--- src/sv/dtq_pkg.sv ---
// Shared types and codes for the deadline timer queue.
`timescale 1ns / 1ps

package dtq_pkg;

   localparam int DEF_TABLE_DEPTH = 16;
   localparam int DEF_ID_BITS     = 16;
   localparam int MAX_RESULTS     = 16;
   // The command queue depth must be a power of two.
   localparam int QUEUE_DEPTH     = 2;

   localparam logic [1:0] KIND_SCHEDULE = 2'd0;
   localparam logic [1:0] KIND_CANCEL   = 2'd1;
   localparam logic [1:0] KIND_TICK     = 2'd2;
   localparam logic [1:0] KIND_CLEAR    = 2'd3;

   localparam logic [1:0] STATUS_OK        = 2'd0;
   localparam logic [1:0] STATUS_FULL      = 2'd1;
   localparam logic [1:0] STATUS_NOT_FOUND = 2'd2;

   typedef enum logic [2:0] {
      OP_SCHEDULE,
      OP_CANCEL,
      OP_CANCEL_NONE,
      OP_TICK,
      OP_CLEAR
   } op_type;

   typedef struct packed {
      op_type      op;
      logic [31:0] delay;
      logic [15:0] tid;
      logic [15:0] tag;
   } cmd_type;

endpackage

--- src/sv/dtq_front.sv ---
// Command intake: classifies request words and buffers them in a short queue.
`timescale 1ns / 1ps

module dtq_front (
   input  logic             clock,
   input  logic             reset,
   input  logic             start,
   output logic             busy,
   input  logic [1:0]       req_kind,
   input  logic [31:0]      req_delay,
   input  logic [15:0]      req_timer_id,
   input  logic [15:0]      req_user_tag,
   output logic             cmd_valid,
   input  logic             cmd_pop,
   output dtq_pkg::cmd_type cmd
);
   import dtq_pkg::*;

   localparam int PTR_BITS = (QUEUE_DEPTH > 1) ? $clog2(QUEUE_DEPTH) : 1;
   localparam int CNT_BITS = $clog2(QUEUE_DEPTH + 1);

   cmd_type               slot_ff [QUEUE_DEPTH];
   logic [PTR_BITS-1:0]   wr_ptr_ff, wr_ptr_in;
   logic [PTR_BITS-1:0]   rd_ptr_ff, rd_ptr_in;
   logic [CNT_BITS-1:0]   fill_ff, fill_in;
   cmd_type               word;
   logic                  push;
   logic                  pop;

   always_comb begin
      word.delay = req_delay;
      word.tid   = req_timer_id;
      word.tag   = req_user_tag;
      case (req_kind)
         KIND_SCHEDULE: word.op = OP_SCHEDULE;
         KIND_CANCEL:   word.op = (req_timer_id == 16'd0) ? OP_CANCEL_NONE : OP_CANCEL;
         KIND_TICK:     word.op = OP_TICK;
         KIND_CLEAR:    word.op = OP_CLEAR;
         default:       word.op = OP_CLEAR;
      endcase
   end

   assign busy      = (fill_ff == CNT_BITS'(QUEUE_DEPTH));
   assign cmd_valid = (fill_ff != '0);
   assign cmd       = slot_ff[rd_ptr_ff];
   assign push      = start && !busy;
   assign pop       = cmd_pop && cmd_valid;

   always_comb begin
      wr_ptr_in = push ? wr_ptr_ff + PTR_BITS'(1) : wr_ptr_ff;
      rd_ptr_in = pop ? rd_ptr_ff + PTR_BITS'(1) : rd_ptr_ff;
      fill_in   = fill_ff;
      if (push && !pop) begin
         fill_in = fill_ff + CNT_BITS'(1);
      end else if (pop && !push) begin
         fill_in = fill_ff - CNT_BITS'(1);
      end
   end

   always_ff @(posedge clock) begin
      if (reset) begin
         wr_ptr_ff <= '0;
         rd_ptr_ff <= '0;
         fill_ff   <= '0;
      end else begin
         wr_ptr_ff <= wr_ptr_in;
         rd_ptr_ff <= rd_ptr_in;
         fill_ff   <= fill_in;
      end
   end

   always_ff @(posedge clock) begin
      if (push) begin
         slot_ff[wr_ptr_ff] <= word;
      end
   end

endmodule

--- config.mk ---
export PLATFORM = sky130hd
export DESIGN_NAME = dtq_front
export DESIGN_NICKNAME = d
export VERILOG_FILES = /design/src/sv/dtq_pkg.sv /design/src/sv/dtq_front.sv
export SDC_FILE = /design/constraint.sdc
export NUM_CORES = 1
export LEC_CHECK = 0
export ABC_AREA = 1
export BUFFER_PORTS_ARGS = -buffer_cell sky130_fd_sc_hd__buf_2
export CAP_MARGIN = 25
export CELL_PAD_IN_SITES_DETAIL_PLACEMENT = 1
export CELL_PAD_IN_SITES_GLOBAL_PLACEMENT = 1
export CORE_MARGIN = 2
export CORE_UTILIZATION = 30
export CTS_BUF_LIST = sky130_fd_sc_hd__clkbuf_4 sky130_fd_sc_hd__clkbuf_8
export CTS_CLUSTER_DIAMETER = 80
export DETAILED_ROUTE_END_ITERATION = 8
export GPL_ROUTABILITY_DRIVEN = 1
export GPL_TIMING_DRIVEN = 0
export PLACE_DENSITY = 0.55
export SLEW_MARGIN = 0
export SYNTH_ARGS = -nofsm -noshare
export SYNTH_HDL_FRONTEND = slang
export SYNTH_SLANG_ARGS = --single-unit
export TNS_END_PERCENT = 30
--- constraint.sdc ---
create_clock -name clock -period 9 [get_ports clock]
set_input_delay 0 -clock clock [delete_from_list [all_inputs] [get_ports clock]]
set_output_delay 0 -clock clock [all_outputs]
set_load 0.02 [all_outputs]
* After elaboration in Yosys (flattened, before gate mapping)
Memory sizes are Yosys's and may differ from the RTL's. A register that Yosys moved wholly into a read port is not among the register bits.
Cells that the tools add are included.
** Operators by class
- Mux-type cells :: 8
- Reduce and logical (&&, ||, !) cells :: 11
- Add/subtract/negate cells :: 4
- Eq/ne operators :: 4
** Operators by type and width (number)
- logical NOT 16 bit :: 1
- case mux 3 bit (4 select lines) :: 1
- equality test 2 bit, second input constant :: 3
- two-way mux 2 bit :: 3
- logical AND 1 bit :: 4
- two-way mux 1 bit :: 4
- nonzero test 2 bit :: 2
- logical NOT 1 bit :: 3
- adder 1 bit, second input constant :: 2
- adder 2 x 1 -> 2 bit, second input constant :: 1
- equality test 2 x 1 -> 1 bit, second input constant :: 1
- logical NOT 2 bit :: 1
- subtractor 2 x 1 -> 2 bit, second input constant :: 1
** Word-level totals
- Memory bits (writable) :: 134
- Memories :: 1
- Output and inout bits :: 69
- Logic and storage cells :: 31
- Flip-flop bits (word level) :: 4
- Bits of input ports :: 70
** Memories
- slot_ff :: words 2, width 67, rd ports 1, clocked after memory_dff 1, wr ports 1, RTL line dtq_front.sv:22 : cmd_type slot_ff [QUEUE_DEPTH];

* Depth between registers and ports, before layout
- Depth in word-level cells :: 7
- Gate-level depth with buffers :: 10

* Least setup slack after synthesis
Ideal clock, no wire load.
- Kind :: reg-to-reg
- Start point :: reg fill_ff[1]
- End point :: mem slot_ff[1][0] in the netlist's numbering (enable)
- Stages on the path, launching flop included :: 6
- Path slack :: 4956 ps
- Buffers on the path :: 0
- Arrival time :: 3550 ps
- Path through :: dfxtp_1 -> inv_1 -> nor2_1 -> nor2_1 -> inv_1 -> nor2_1
** Between the ends
- Word-level cells in the longest chain between the ends :: 5
** RTL lines
- start: declaration :: RTL line dtq_front.sv:25 : logic [CNT_BITS-1:0] fill_ff, fill_in;
- start signal: assignment :: RTL line dtq_front.sv:68 : fill_ff <= fill_in;
- equality test 2 bit :: RTL line dtq_front.sv:43 : assign busy = (fill_ff == CNT_BITS'(QUEUE_DEPTH));
- named net busy :: RTL line dtq_front.sv:8 : output logic busy,
- logical NOT 1 bit :: RTL line dtq_front.sv:46 : assign push = start && !busy;
- logical AND 1 bit :: RTL line dtq_front.sv:46
- named net push :: RTL line dtq_front.sv:27 : logic push;
- two-way mux 1 bit :: RTL line dtq_front.sv:73 : if (push) begin
- two-way mux 1 bit (not written as such) :: RTL line dtq_front.sv:74 : slot_ff[wr_ptr_ff] <= word;
- end: declaration :: RTL line dtq_front.sv:22
The timed path passes the listed nets, and every way through them passes these cells.

* Final worst setup path
- Start point :: reg fill_ff[1]
- End point :: mem slot_ff[1][28] in the netlist's numbering (enable)
** Between the ends
- Word-level cells in the longest chain between the ends :: 5
** RTL lines (RTL line)
- equality test 2 bit :: dtq_front.sv:43
- logical NOT 1 bit :: dtq_front.sv:46
- logical AND 1 bit :: dtq_front.sv:46
- named net push :: dtq_front.sv:27
- two-way mux 1 bit :: dtq_front.sv:73
- two-way mux 1 bit (not written as such) :: dtq_front.sv:74
The timed path passes the listed nets, and every way through them passes these cells.

==> out/results.tsv <==
stage	metric	value	unit
global_route	GRT met2 Usage	21.3	%
place	number of I/O port buffers	138	
place	dpl hpwl	7100	um
drt	Via density	4.23	
global_route	met3 GRT Util	4.30	%
drt	final WL	10900	um
flow_run	max_cap viols	0	
clocking	H-tree levels	4	
drt	drt drc	0	
clocking	root buffer cell	clkbuf_8	
worst_setup_path	largest fanout on the critical path	26	
drt	Antenna Nets Post-Route	0	
synth	Mapped Cells	266	
power	VDD IR max	0.000108	V
clocking	clk buf depth	2	
clocking	clock latency on the worst-skew pair	0.43	ns
power	Power Density	263	nW/um^2
synth	Syn Nets	337	
timing	Final setup viols	0	
worst_setup_path	Worst setup SP type	flop	
place	gp weighted congestion	0.675	
clocking	Sinks on Clock Net	139	
worst_setup_path	crit path DAT	2.21	ns
global_route	largest net degree at the start of global routing	27	
timing	Fmax achieved	482	MHz
floorplan	core box area	17200	um^2
synth	Mean Syn Cell Area	19.8	um^2
synth	Synth cell types	15	
global_route	vias in the first global route	3452	
global_route	Top Usage Layer GRT	met2	
drt	1st-iter DRT viols	115	
clocking	CTS clk-pin slew, worst paths	0.07	ns
final_layout	final net count	569	
timing	final hold violation count	0	
clocking	Num CTS Buffers	17	
clocking	CTS tree	built	
floorplan	Placement Rows	48	
timing	worst-margin pin slew	0.808	ns
worst_setup_path	Worst R2R Setup Slack	6.92	ns
synth	Synth Register Bits	139	
timing	Tcrit/Tclk final	23.1	%
final_layout	share of layout cells above drive strength 1	48.7	%
timing	skew final	0.00934	ns
final_layout	Area Overhead vs Synth	42.5	%
global_route	initial antenna violation count	0	
hold_path	hold crit path type	input port to flop	
worst_setup_path	critical path type	flop to flop	
drt	first-pass detailed-route iteration total	4	
synth	Syn Std Cell Area	5270	um^2
global_route	Tot GR Track Use	12.3	%
drt	Vias	3102	
timing	RSZ-0062 raised after global routing	false	
global_route	GRT overflow	0	
worst_setup_path	worst endpoint required time	9.13	ns
synth	Yosys warnings	0	
power	Pleak	2.92	nW
power	Overall Power	1.97	mW
timing	Final min period	2.08	ns
floorplan	Die Width	137	um
global_route	met1 usage	13.7	%
worst_setup_path	Crit. End Element	flop	
floorplan	effective utilization at floorplan	30.6	%
clocking	cts repair resizes	0	
clocking	Post-CTS Repair Setup Buffers	0	
floorplan	I/O pins	139	
floorplan	die area	18600	um^2
clocking	cts hold-fix bufs	71	
timing	Slew Limit Headroom	46.0	%
synth	Seq/Total Area, Yosys	78.3	%
timing	setup tns final	0	ns
drt	WL/cell	14.8	um
timing	Max Slew Vio Count	0	
final_layout	Inserted Diodes	0	
floorplan	Vert. Die Dim	137	um
outcome	outcome	completed	
global_route	first-pass GRT wire length	17100	um
[flip-flops by register name, indices dropped and copies added (netlist names), named ones only]
signal	count
slot_ff	134
fill_ff	2
rd_ptr_ff	1
wr_ptr_ff	1
[layout by cell type (no fill, tap or decap)]
cell type and n:
bufinv_16 6, ha_1 1, nand3b_1 2, buf_2 141, nand3_1 1, mux2_2 37, clkbuf_8 17, dlygate4sd3_1 71
buf_4 1, mux2_4 30, nor2_4 2, nand2_1 17, dfxtp_1 5, clkinv_2 4, buf_6 3, o21ai_0 2
nor2_1 16, a21oi_1 3, clkinv_4 2, clkinvlp_4 1, edfxtp_1 134, buf_12 4, inv_1 9
[cell usage after synthesis]
master    count  share of area [%]
nand3_1       1              0.095
nand3b_1      2               0.28
edfxtp_1    134                 76
nor2_1       18                1.3
nand2_1      17                1.2
mux2_2       37                7.9
buf_2         3               0.28
dfxtp_1       5                1.9
o21ai_0       2               0.19
buf_6         3               0.64
inv_1         9               0.64
a21oi_1       3               0.28
mux2_4       30                8.5
ha_1          1               0.24
buf_4         1               0.14
[final cells by class]
cell class,count,area (um^2)
Sequential cell,139,4120
Multi-Input combinational cell,111,1070
Fill cell,1723,9730
Timing Repair Buffer,213,1480
Buffer,7,56.3
Tap cell,225,282
Clock buffer,17,234
Inverter,9,33.8
Clock inverter,13,225
[critical path, cell delays in order (launching register included)]
cell and delay [ns]:
dfxtp_1 0.30, inv_1 0.10, nor2_1 0.08, nor2_1 0.21, inv_1 0.15, nor2_4 0.64
buf_12 0.28
[through the flow]
step / worst slack (ns) / cell area (um^2) / utilization (%) / hold WS (ns) / cells
after detailed placement: 6.86 / 6340 / 36.8 / 0.191 / 633
after global routing: 6.67 / 7510 / 43.6 / 0.249 / 734
after CTS: 6.85 / 7510 / 43.6 / 0.240 / 734
after floorplan: 4.96 / 5270 / - / 0.0691 / 266
after global placement: 2.85 / 6240 / 36.2 / 0.189 / 629
final: 6.92 / 7510 / 43.6 / 0.291 / 734
[routing by layer]
metal	vias to the layer above	share of wire (%)
met5	-	0
met4	0	1.5
met3	13	5.8
met2	91	51
met1	1524	42
li1	1474	-
[worst paths after layout]
path | start | endpoint | cells past startpoint
max | fill_ff[1] | slot_ff[1][28] | 6
min | req_delay[26] | slot_ff[1][58] | 2
max reg2reg | fill_ff[1] | slot_ff[1][28] | 6
min reg2reg | rd_ptr_ff | flop | 2
[kinds of logic after synthesis]
logic type / synth area share [%]
compound gates: 0.475
fa+ha+maj: 0.237
buf+inv: 1.71
flops: 78.3
mux: 16.5
simple gates: 2.87
[power breakdown]
group / switching [mW] / total (mW) / internal [mW] / leakage (nW)
combinational: 0.311 / 0.550 / 0.240 / 1.40
clock: 0.232 / 0.585 / 0.353 / 0.231
sequential: 0.0215 / 0.838 / 0.817 / 1.29
(Power assumes the default switching activity.)
